$ cat src/rtl/cbo_pkg.sv
// ----------------------------------------------------------------------------
// cbo_pkg
// shared types, register indexes and constants of the caption band overlay
// compositor
// ----------------------------------------------------------------------------
package cbo_pkg;

  // configuration port
  localparam int CFG_IDX_W  = 3;
  localparam int CFG_DATA_W = 12;
  localparam int DIM_W      = 12;
  localparam int PCT_W      = 7;

  typedef enum logic [CFG_IDX_W-1:0] {
    REG_IMAGE_WIDTH    = 3'd0,
    REG_IMAGE_HEIGHT   = 3'd1,
    REG_CAPTION_WIDTH  = 3'd2,
    REG_CAPTION_HEIGHT = 3'd3,
    REG_PREVIEW_MODE   = 3'd4,
    REG_SEARCH_PERCENT = 3'd5
  } cfg_reg_t;

  // register reset values
  localparam logic [DIM_W-1:0] RST_IMAGE_WIDTH    = 12'd640;
  localparam logic [DIM_W-1:0] RST_IMAGE_HEIGHT   = 12'd480;
  localparam logic [PCT_W-1:0] RST_SEARCH_PERCENT = 7'd50;

  // caption padding
  localparam int PAD_W = 5;
  localparam logic [PAD_W-1:0] PAD_PREVIEW = 5'd6;
  localparam logic [PAD_W-1:0] PAD_NORMAL  = 5'd24;

  // square side: min(w,h) * percent / 100, the divide done as a reciprocal
  localparam int PROD_W      = DIM_W + PCT_W;
  localparam int RECIP_W     = 20;
  localparam int RECIP_SHIFT = 26;
  localparam logic [RECIP_W-1:0] RECIP_100 = 20'd671089;
  localparam int SIDE_W      = 13;

  // signed width of bracket corner coordinates
  localparam int GEO_W = 15;

  // geometry pipeline depth after a register write
  localparam int GEOM_LAG = 3;
  localparam int SETTLE_W = $clog2(GEOM_LAG + 1);

  // bracket shape
  localparam int BRACKET_LENGTH    = 14;
  localparam int BRACKET_THICKNESS = 2;

  // colors
  localparam logic [7:0] MARK_RED   = 8'd80;
  localparam logic [7:0] MARK_GREEN = 8'd255;
  localparam logic [7:0] MARK_BLUE  = 8'd140;
  localparam logic [7:0] FULL_ALPHA = 8'd255;

  // band dimming 3/10: (3*c)*205 >> 11 is exact for 3*c below 1020
  localparam int DIM_PROD_W = 18;
  localparam int DIM_SHIFT  = 11;
  localparam logic [DIM_PROD_W-1:0] DIM_MUL = 18'd615;

  typedef struct packed {
    logic [7:0] src_red;
    logic [7:0] src_green;
    logic [7:0] src_blue;
    logic [7:0] cap_red;
    logic [7:0] cap_green;
    logic [7:0] cap_blue;
    logic [7:0] cap_alpha;
  } in_pix_t;

  typedef struct packed {
    logic [7:0] red;
    logic [7:0] green;
    logic [7:0] blue;
    logic [7:0] alpha;
  } out_pix_t;

  // frame geometry derived from the registers
  typedef struct packed {
    logic [DIM_W-1:0]        width;
    logic [DIM_W-1:0]        height;
    logic                    preview;
    logic [PAD_W-1:0]        pad;
    logic [DIM_W-1:0]        band;
    logic [DIM_W:0]          top;
    logic [DIM_W+1:0]        top_end;
    logic [DIM_W:0]          cap_x_end;
    logic signed [GEO_W-1:0] x0;
    logic signed [GEO_W-1:0] x1;
    logic signed [GEO_W-1:0] y0;
    logic signed [GEO_W-1:0] y1;
    logic                    busy;
  } geom_t;

  // truncated 3/10 of a color channel
  function automatic logic [7:0] dim_scale(input logic [7:0] c);
    logic [DIM_PROD_W-1:0] p;
    p = DIM_PROD_W'(c) * DIM_MUL;
    return 8'(p >> DIM_SHIFT);
  endfunction

endpackage

$ cat src/rtl/cbo_geometry.sv
// ----------------------------------------------------------------------------
// cbo_geometry
// configuration registers and the registered frame geometry derived from
// them; flags busy after reset and while a register write works through the pipeline
// ----------------------------------------------------------------------------
module cbo_geometry
  import cbo_pkg::*;
(
  input  logic                  clk,
  input  logic                  rst,
  input  logic                  cfg_write,
  input  logic [CFG_IDX_W-1:0]  cfg_index,
  input  logic [CFG_DATA_W-1:0] cfg_data,
  output geom_t                 geom
);

  logic [DIM_W-1:0]  image_width;
  logic [DIM_W-1:0]  image_height;
  logic [DIM_W-1:0]  caption_width;
  logic [DIM_W-1:0]  caption_height;
  logic              preview_mode;
  logic [PCT_W-1:0]  search_percent;
  logic [SETTLE_W-1:0] settle;

  // first stage
  logic [PAD_W-1:0]  pad;
  logic [DIM_W-1:0]  band;
  logic [DIM_W:0]    top;
  logic [DIM_W+1:0]  top_end;
  logic [DIM_W:0]    cap_x_end;
  logic [PROD_W-1:0] prod;
  // second stage
  logic [SIDE_W-1:0] side;
  // third stage
  logic signed [GEO_W-1:0] x0, x1, y0, y1;

  logic [PAD_W-1:0]  pad_next;
  logic [DIM_W:0]    need_next;
  logic [DIM_W-1:0]  band_next;
  logic [DIM_W:0]    top_next;
  logic [DIM_W-1:0]  min_dim;
  logic [PROD_W+RECIP_W-1:0] side_full;
  logic signed [GEO_W-1:0] dx, dy, dx_adj, dy_adj, x0_next, y0_next;

  // register writes
  always_ff @(posedge clk) begin
    if (rst) begin
      image_width    <= RST_IMAGE_WIDTH;
      image_height   <= RST_IMAGE_HEIGHT;
      caption_width  <= '0;
      caption_height <= '0;
      preview_mode   <= 1'b0;
      search_percent <= RST_SEARCH_PERCENT;
    end else if (cfg_write) begin
      case (cfg_reg_t'(cfg_index))
        REG_IMAGE_WIDTH:    image_width    <= cfg_data;
        REG_IMAGE_HEIGHT:   image_height   <= cfg_data;
        REG_CAPTION_WIDTH:  caption_width  <= cfg_data;
        REG_CAPTION_HEIGHT: caption_height <= cfg_data;
        REG_PREVIEW_MODE:   preview_mode   <= cfg_data[0];
        REG_SEARCH_PERCENT: search_percent <= cfg_data[PCT_W-1:0];
        default: ;
      endcase
    end
  end

  // settle count: geometry is stale until the pipeline has refilled
  always_ff @(posedge clk) begin
    if (rst || cfg_write) begin
      settle <= SETTLE_W'(GEOM_LAG);
    end else if (settle != '0) begin
      settle <= settle - 1'b1;
    end
  end

  // band and caption window
  always_comb begin
    pad_next  = preview_mode ? PAD_PREVIEW : PAD_NORMAL;
    need_next = (DIM_W+1)'(caption_height) + ((DIM_W+1)'(pad_next) << 1);
    band_next = (need_next < (DIM_W+1)'(image_height)) ?
                DIM_W'((DIM_W+1)'(image_height) - need_next) : '0;
    top_next  = (DIM_W+1)'(band_next) + (DIM_W+1)'(pad_next);
    min_dim   = (image_width < image_height) ? image_width : image_height;
  end

  always_ff @(posedge clk) begin
    pad       <= pad_next;
    band      <= band_next;
    top       <= top_next;
    top_end   <= (DIM_W+2)'(top_next) + (DIM_W+2)'(caption_height);
    cap_x_end <= (DIM_W+1)'(pad_next) + (DIM_W+1)'(caption_width);
    prod      <= PROD_W'(min_dim) * PROD_W'(search_percent);
  end

  // square side by reciprocal multiply
  assign side_full = (PROD_W+RECIP_W)'(prod) * (PROD_W+RECIP_W)'(RECIP_100);

  always_ff @(posedge clk) begin
    side <= SIDE_W'(side_full >> RECIP_SHIFT);
  end

  // corner positions, halves truncated toward zero
  always_comb begin
    dx      = $signed(GEO_W'(image_width)) - $signed(GEO_W'(side));
    dy      = $signed(GEO_W'(image_height)) - $signed(GEO_W'(side));
    dx_adj  = dx + (dx[GEO_W-1] ? GEO_W'(1) : GEO_W'(0));
    dy_adj  = dy + (dy[GEO_W-1] ? GEO_W'(1) : GEO_W'(0));
    x0_next = dx_adj >>> 1;
    y0_next = dy_adj >>> 1;
  end

  always_ff @(posedge clk) begin
    x0 <= x0_next;
    y0 <= y0_next;
    x1 <= x0_next + $signed(GEO_W'(side)) - $signed(GEO_W'(1));
    y1 <= y0_next + $signed(GEO_W'(side)) - $signed(GEO_W'(1));
  end

  always_comb begin
    geom.width     = image_width;
    geom.height    = image_height;
    geom.preview   = preview_mode;
    geom.pad       = pad;
    geom.band      = band;
    geom.top       = top;
    geom.top_end   = top_end;
    geom.cap_x_end = cap_x_end;
    geom.x0        = x0;
    geom.x1        = x1;
    geom.y0        = y0;
    geom.y1        = y1;
    geom.busy      = (settle != '0);
  end

endmodule

$ cat src/rtl/cbo_compose.sv
// ----------------------------------------------------------------------------
// cbo_compose
// per-pixel composition: band dimming, caption copy and preview brackets
// ----------------------------------------------------------------------------
module cbo_compose
  import cbo_pkg::*;
#(
  parameter int MAX_DIM_BITS = 12
) (
  input  in_pix_t                 pix,
  input  logic [MAX_DIM_BITS-1:0] x,
  input  logic [MAX_DIM_BITS-1:0] y,
  input  geom_t                   geom,
  output out_pix_t                result
);

  localparam int CMP_W = ((MAX_DIM_BITS > GEO_W) ? MAX_DIM_BITS : GEO_W) + 2;

  logic signed [CMP_W-1:0] xs, ys, du0, du1, dv0, dv1;
  logic in_band, in_caption, on_bracket;

  function automatic logic in_bar(input logic signed [CMP_W-1:0] u,
                                  input logic signed [CMP_W-1:0] v);
    return (u >= 0) && (u < CMP_W'(BRACKET_LENGTH)) &&
           (v >= 0) && (v < CMP_W'(BRACKET_THICKNESS));
  endfunction

  function automatic logic corner(input logic signed [CMP_W-1:0] u,
                                  input logic signed [CMP_W-1:0] v);
    return in_bar(u, v) || in_bar(v, u);
  endfunction

  // position tests
  always_comb begin
    xs  = $signed(CMP_W'(x));
    ys  = $signed(CMP_W'(y));
    du0 = xs - geom.x0;
    du1 = geom.x1 - xs;
    dv0 = ys - geom.y0;
    dv1 = geom.y1 - ys;

    in_band = ys >= $signed(CMP_W'(geom.band));

    in_caption = (ys >= $signed(CMP_W'(geom.top))) &&
                 (ys < $signed(CMP_W'(geom.top_end))) &&
                 (ys < $signed(CMP_W'(geom.height))) &&
                 (xs >= $signed(CMP_W'(geom.pad))) &&
                 (xs < $signed(CMP_W'(geom.cap_x_end))) &&
                 (xs < $signed(CMP_W'(geom.width))) &&
                 (pix.cap_alpha != '0);

    on_bracket = geom.preview &&
                 (corner(du0, dv0) || corner(du1, dv0) ||
                  corner(du1, dv1) || corner(du0, dv1));
  end

  // layer selection, brackets on top
  always_comb begin
    if (on_bracket) begin
      result = '{red: MARK_RED, green: MARK_GREEN, blue: MARK_BLUE,
                 alpha: FULL_ALPHA};
    end else if (in_caption) begin
      result = '{red: pix.cap_red, green: pix.cap_green, blue: pix.cap_blue,
                 alpha: pix.cap_alpha};
    end else if (in_band) begin
      result = '{red: dim_scale(pix.src_red), green: dim_scale(pix.src_green),
                 blue: dim_scale(pix.src_blue), alpha: FULL_ALPHA};
    end else begin
      result = '{red: pix.src_red, green: pix.src_green, blue: pix.src_blue,
                 alpha: FULL_ALPHA};
    end
  end

endmodule

$ cat src/rtl/caption_band_overlay_compositor.sv
// ----------------------------------------------------------------------------
// caption_band_overlay_compositor
// composes RGB raster pixels with a dimmed caption band, an aligned caption
// bitmap and optional preview brackets into RGBA pixels
// ----------------------------------------------------------------------------
// usage
//   input channel: one request per pixel in raster order (in_valid/in_stall),
//   source RGB plus the caption RGBA already aligned to that position
//   output channel: one request per pixel (out_valid/out_stall), RGBA and
//   frame_end on the last pixel of the frame
//   pixels pass an input register, then the composition logic into the output
//   register; one pixel per clock sustained while out_stall and busy are low
//   the output register and the input register form a two-entry pipe, so a
//   new pixel is still taken while a finished one waits to be taken
//   a stalled result holds; the input stalls when both stages are full and
//   out_stall is high, and after reset and each register write while the
//   three-stage geometry pipeline (band, reciprocal divide for the bracket
//   square, corner positions) settles; register writes go through it
//   reset clears the raster counters, the pipe and restores register
//   defaults; write registers only while no pixel is in flight
// ----------------------------------------------------------------------------
module caption_band_overlay_compositor
  import cbo_pkg::*;
#(
  parameter int MAX_DIM_BITS = 12
) (
  input  logic                  clk,
  input  logic                  rst,
  // configuration
  input  logic                  cfg_write,
  input  logic [CFG_IDX_W-1:0]  cfg_index,
  input  logic [CFG_DATA_W-1:0] cfg_data,
  // input pixels
  input  logic                  in_valid,
  output logic                  in_stall,
  input  logic [7:0]            src_red,
  input  logic [7:0]            src_green,
  input  logic [7:0]            src_blue,
  input  logic [7:0]            cap_red,
  input  logic [7:0]            cap_green,
  input  logic [7:0]            cap_blue,
  input  logic [7:0]            cap_alpha,
  // output pixels
  output logic                  out_valid,
  input  logic                  out_stall,
  output logic [7:0]            out_red,
  output logic [7:0]            out_green,
  output logic [7:0]            out_blue,
  output logic [7:0]            out_alpha,
  output logic                  frame_end
);

  localparam int CNT_CMP_W = ((MAX_DIM_BITS > DIM_W) ? MAX_DIM_BITS : DIM_W) + 1;

  geom_t    geom;
  out_pix_t comp;

  logic [MAX_DIM_BITS-1:0] column_count, row_count;
  logic [MAX_DIM_BITS-1:0] column_count_next, row_count_next;
  logic row_end, last_pixel;

  logic                    s1_valid;
  in_pix_t                 s1_pix;
  logic [MAX_DIM_BITS-1:0] s1_x, s1_y;
  logic                    s1_frame_end;

  logic out_load, in_accept;

  cbo_geometry u_geometry (
    .clk       (clk),
    .rst       (rst),
    .cfg_write (cfg_write),
    .cfg_index (cfg_index),
    .cfg_data  (cfg_data),
    .geom      (geom)
  );

  // handshake
  assign out_load  = !out_valid || !out_stall;
  assign in_stall  = geom.busy || (s1_valid && !out_load);
  assign in_accept = in_valid && !in_stall;

  // raster position
  always_comb begin
    row_end    = (CNT_CMP_W'(column_count) + 1'b1) >= CNT_CMP_W'(geom.width);
    last_pixel = row_end && ((CNT_CMP_W'(row_count) + 1'b1) >= CNT_CMP_W'(geom.height));
    if (row_end) begin
      column_count_next = '0;
      row_count_next    = last_pixel ? '0 : row_count + 1'b1;
    end else begin
      column_count_next = column_count + 1'b1;
      row_count_next    = row_count;
    end
  end

  always_ff @(posedge clk) begin
    if (rst) begin
      column_count <= '0;
      row_count    <= '0;
    end else if (in_accept) begin
      column_count <= column_count_next;
      row_count    <= row_count_next;
    end
  end

  // pipe valid flags
  always_ff @(posedge clk) begin
    if (rst) begin
      s1_valid  <= 1'b0;
      out_valid <= 1'b0;
    end else begin
      if (in_accept) begin
        s1_valid <= 1'b1;
      end else if (out_load) begin
        s1_valid <= 1'b0;
      end
      if (out_load) begin
        out_valid <= s1_valid;
      end
    end
  end

  // input register
  always_ff @(posedge clk) begin
    if (in_accept) begin
      s1_pix       <= '{src_red: src_red, src_green: src_green, src_blue: src_blue,
                        cap_red: cap_red, cap_green: cap_green, cap_blue: cap_blue,
                        cap_alpha: cap_alpha};
      s1_x         <= column_count;
      s1_y         <= row_count;
      s1_frame_end <= last_pixel;
    end
  end

  cbo_compose #(
    .MAX_DIM_BITS (MAX_DIM_BITS)
  ) u_compose (
    .pix    (s1_pix),
    .x      (s1_x),
    .y      (s1_y),
    .geom   (geom),
    .result (comp)
  );

  // output register
  always_ff @(posedge clk) begin
    if (out_load && s1_valid) begin
      out_red   <= comp.red;
      out_green <= comp.green;
      out_blue  <= comp.blue;
      out_alpha <= comp.alpha;
      frame_end <= s1_frame_end;
    end
  end

endmodule

$ cat config.mk
export PLATFORM = sky130hd
export DESIGN_NAME = caption_band_overlay_compositor
export DESIGN_NICKNAME = d
export VERILOG_FILES = /design/src/rtl/cbo_pkg.sv /design/src/rtl/cbo_geometry.sv /design/src/rtl/cbo_compose.sv /design/src/rtl/caption_band_overlay_compositor.sv
export SDC_FILE = /design/constraint.sdc
export NUM_CORES = 2
export LEC_CHECK = 0
export BUFFER_PORTS_ARGS = -buffer_cell sky130_fd_sc_hd__buf_2
export CAP_MARGIN = 20
export CORE_MARGIN = 3
export CORE_UTILIZATION = 37
export CTS_BUF_LIST = sky130_fd_sc_hd__clkbuf_2
export DETAILED_ROUTE_END_ITERATION = 8
export GPL_ROUTABILITY_DRIVEN = 0
export GPL_TIMING_DRIVEN = 1
export MAX_ROUTING_LAYER = met4
export PLACE_DENSITY_LB_ADDON = 0.08
export SLEW_MARGIN = 15
export SYNTH_ARGS = -nofsm -noshare
export SYNTH_HDL_FRONTEND = slang
export SYNTH_SLANG_ARGS = --single-unit
$ cat constraint.sdc
create_clock -name clk -period 14 [get_ports clk]
set_clock_uncertainty 0.2 [all_clocks]
set_input_delay 3.5 -clock clk [delete_from_list [all_inputs] [get_ports clk]]
set_output_delay 3.5 -clock clk [all_outputs]
set_load 0.1 [all_outputs]
-- Word level (Yosys, flattened, before mapping)
Index checks and enable logic that the tools add are counted.
- reductions and logical operators: 56
- $add $sub $neg: 22
- eq/ne operators: 5
- muxes and demuxes: 11
- $mul: 5
- magnitude comparators: 23
- operators by type and width (operator ; number):
    32-bit 2-to-1 mux ; 2
    8-bit by 10-bit multiplier with 18-bit output (second input constant) ; 3
    12-bit 2-to-1 mux ; 4
    19-bit by 20-bit multiplier with 39-bit output (second input constant) ; 1
    12-bit < comparator ; 3
    16-bit by 1-bit greater-or-equal comparator with 1-bit output (second input constant) ; 2
    16-bit by 3-bit < comparator with 1-bit output (second input constant) ; 2
    16-bit by 5-bit < comparator with 1-bit output (second input constant) ; 2
    15-bit by 13-bit subtractor with 16-bit output ; 2
    1-bit logical AND ; 31
    14-bit by 14-bit adder with 15-bit output ; 2
    14-bit by 2-bit adder with 15-bit output ; 2
    15-bit by 1-bit greater-or-equal comparator with 1-bit output (second input constant) ; 2
    15-bit by 3-bit < comparator with 1-bit output (second input constant) ; 2
    15-bit by 5-bit < comparator with 1-bit output (second input constant) ; 2
    13-bit by 14-bit subtractor with 15-bit output ; 2
    15-bit by 2-bit subtractor with 15-bit output (second input constant) ; 2
    12-bit by 13-bit subtractor with 14-bit output ; 2
    12-bit by 1-bit adder with 13-bit output (second input constant) ; 2
    13-bit by 12-bit greater-or-equal comparator with 1-bit output ; 2
    12-bit by 1-bit adder with 12-bit output (second input constant) ; 2
    12-bit by 7-bit multiplier with 19-bit output ; 1
    13-bit by 12-bit adder with 14-bit output ; 1
    12-bit by 14-bit < comparator with 1-bit output ; 1
    other kinds (21) ; 45
- word-level logic and storage cells: 159
- input bits: 76
- bits in registers: 345
- output and inout bits: 35

-- Depth between registers and ports, before layout
- depth in word-level cells: 10
- mapped depth: 30
- mapped depth without buffers: 29

-- Hierarchy
A second synthesis with hierarchy kept.
- cell total of the unflattened synthesis: 3669
- area total of the unflattened synthesis: 33861.2 sq um
- by module, submodules not included (module ; area an instance (sq um) ; cells an instance ; times used):
    cbo_geometry ; 19072.0 ; 2061 ; 1
    cbo_compose ; 9370.2 ; 1231 ; 1
    caption_band_overlay_compositor ; 5418.9 ; 377 ; 1

-- Worst setup path before layout
OpenSTA, ideal clock, no wires.
- path kind: input to output
- start point: in out_stall
- end point: out in_stall
- slack: 5987 ps
- stages on the path: 2
- arrival time: 4313 ps
- data required time: 10300 ps
- cell sequence: nand3_1 > nand2_1
- longest elaborated chain between the ends: 5
- RTL lines (element ; RTL line ; source):
    start, declared ; caption_band_overlay_compositor.sv:45 ; input logic out_stall,
    1-bit zero test ; caption_band_overlay_compositor.sv:79 ; assign out_load = !out_valid || !out_stall;
    1-bit logical OR ; caption_band_overlay_compositor.sv:79 ;
    1-bit zero test ; caption_band_overlay_compositor.sv:80 ; assign in_stall = geom.busy || (s1_valid && !out_load);
    1-bit logical AND ; caption_band_overlay_compositor.sv:80 ;
    1-bit logical OR ; caption_band_overlay_compositor.sv:80 ;
    end, declared ; caption_band_overlay_compositor.sv:35 ; output logic in_stall,
Every way passes these cells.

-- Final worst setup path
Same ends and word-level chain as after synthesis.

==> qor.yml <==
outcome:
  status: "completed"
grt:
  grt_start_max_net_pins: 61
  antenna_found_initial: 3
  grt_pass1_vias: 24500
  globalRoute.totalOverflow: 0
  grt_pass1_wl_microns: 138000
  grtUsageTotal_pct: 19.4
finish:
  nets: 4573
  design_area_sq_mm: 0.0357
  multiInputGateArea_sq_mm: 0.0226
  seq_area_sq_mm: 0.00797
  fillers: 8925
  final_cell_mix: "ha_1 (614), inv_1 (595), fa_1 (233), dfxtp_1 (227), nand2_1 (222)"
  area_growth_pct: 8.26
  layout_commonest_cell: "ha_1"
  layout-drive-gt1-share_pct: 8.73
clocking:
  cts_resized: 0
  path_clk_slew_ps: 100
  cts-buffers-inserted: 94
  cts_root_buffer: "clkbuf_2"
  cts.sinks: 341
  cts_buffer_depth: 3
  hold_buffers: 0
  cts_setup_buffers: 0
  cts_tree: "built"
  insertion_delay_ps: 1200
  h-tree-depth: 3
detailed_routing:
  firstDrtPassIters: 8
  viasPerCell: 4.97
  drc_errors: 0
  num_vias: 24200
  initialDrtViolationCount: 1233
  wl_per_cell_microns: 17.8
  wl_microns: 86800
  final_antenna_net_count: 0
critical_path:
  startpoint_type: "primary input"
  cp_max_fo: 3
  crit_path_end_kind: "primary output"
  regToRegStartpoint: "u_geometry.image_height[1]$_SDFFE_PP0P_"
  rrSetupSlack_ps: 6140
  timing.rr.end: "u_geometry.prod[18]$_DFF_P_"
  worstSetupPathType: "in2out"
  reg2reg_depth: 26
  critical_path_required_ps: 10300
  cp.arrival_ps: 4250
timing:
  fmax_mhz: 126
  rsz0062_at_grt: "false"
  worst_pin_slew_ps: 1050
  hold-worst-slack_ps: 157
  fin_tns_setup_ps: 0
  drv_slew: 0
  setup_viol: 0
  slew_headroom_pct: 30.0
  period_needed_ps: 7950
  finalHoldViolCount: 0
  post-route-period-util_pct: 56.8
placed_design:
  dpl_cell_area_sq_mm: 0.0349
  portBuffers: 110
  dp_hpwl_microns: 70400
yosys:
  synth.avg_cell_area_sq_um: 9.46
  async_reset_ff_share_pct: 0
  synth_edf_count: 114
  synth_fp_nets: 4411
  ys_ff_latch: 341
  yosysSeqAreaShare_pct: 24.1
  ys_types: 75
  yosys_most_used_dff: "dfxtp_1"
  netlist_area_sq_mm: 0.0330
  synth.yosys.warnings: 0
  syn_inst: 3488
floorplanning:
  dieArea_sq_mm: 0.0928
  io_pins: 111
  start_util_pct: 37.7
  rows: 108
  die_w_microns: 305
  core_sq_mm: 0.0876
  dieHeight_microns: 305
hold_path:
  min_path_type: "reg2reg"
  min_to: "u_geometry.cap_x_end[0]$_DFF_P_"
  hold_depth: 0
  hold_start: "u_geometry.caption_width[0]$_SDFFE_PP0P_"
job:
  drv_cap: 0
metal layers:
layer | share of wire [%] | vias to the layer above | GRT usage [%]
met5 | 0 | - | -
met4 | 1.5 | 0 | 3.81
met3 | 4.3 | 88 | 3.02
met2 | 41 | 360 | 27.6
met1 | 53 | 11600 | 28.9
li1 | - | 12200 | -
worst max-delay path by stage:
stage | startpoint | end | slack [ps] | cells past startpoint
final | out_stall | in_stall | 6050 | 4
after global routing | u_geometry.preview_mode$_SDFFE_PP0P_ | u_geometry.top_end[13]$_DFF_P_ | 5550 | 26
after CTS | out_stall | in_stall | 6050 | 4
after detailed placement | out_stall | in_stall | 6050 | 4
after global placement | out_stall | in_stall | 6050 | 4
after floorplan | out_stall | in_stall | 5990 | 2
registers in the layout (all words and copies together) (netlist names), 13 cells and up:
signal	cells
u_geometry.side	13
u_geometry.x1	15
u_geometry.top_end	14
s1_pix	56
u_geometry.cap_x_end	13
u_geometry.y1	15
u_geometry.x0	14
u_geometry.y0	14
u_geometry.prod	19
cell type report:
type                            instances  area share [%]
Tap cell                             1155            4.05
Sequential cell                       341            22.3
Multi-Input combinational cell       2499            63.3
Inverter                              596            6.27
Clock buffer                          137            1.92
Antenna cell                            1         0.00700
Clock inverter                         31           0.480
Timing Repair Buffer                  118            1.71
synth_stat cells (8+ instances only):
cell      instances  share of area, %
nand2b_1         43              0.82
mux2_2           12              0.41
or3b_2            9              0.24
and2_1           27              0.51
nand3_1          52              0.79
o211ai_1         22              0.50
nor2b_1          83               1.6
mux2i_1          34               1.0
nand3b_1         18              0.41
and4_1            8              0.21
nor3_1           62              0.94
a211o_1          14              0.37
or2_2            16              0.30
nand2_1         222               2.5
o21a_1           39              0.89
xnor2_1         121               3.2
o22ai_1           9              0.17
o21bai_1         13              0.30
nor4_1           11              0.21
o211a_1          12              0.36
o31ai_1           8              0.18
and3_1           30              0.57
or3_1            17              0.32
clkbuf_1         45              0.51
inv_1           596               6.8
a21oi_1         177               2.7
a211oi_1         25              0.57
o21ai_0         117               1.8
a31oi_1          19              0.36
nand4_1          25              0.47
a21o_1           73               1.7
fa_1            233                14
ha_1            614                23
xor2_1           73               1.9
a21boi_0         13              0.30
dfxtp_1         227                14
nor2_1          149               1.7
edfxtp_1        114                10
stage by stage:
stage / util (%) / std cells / worst slack (ps)
final: 40.8 / 4878 / 6050
after global routing: 40.8 / 4878 / 5550
after CTS: 40.8 / 4877 / 6050
after detailed placement: 39.8 / 4709 / 6050
after global placement: 39.8 / 4709 / 6050
after floorplan: - / 3488 / 5990
cell families after synthesis:
group	synth area share, %
XOR/XNOR	5.15
multiplexers	1.44
buffers and inverters	7.44
AO/OA/AOI/OAI	12.2
adder cells (fa/ha/maj)	37.4
AND/OR/NAND/NOR	12.2
flip-flops	24.1
worst max-delay path, stage by stage:
cell	delay, ps
buf_2	120
nand3_1	120
nand2_1	90
buf_2	420
Power is left out: the tool's default activity adds up to more than one toggle a clock period on the data nets, which glitch-free logic cannot reach.
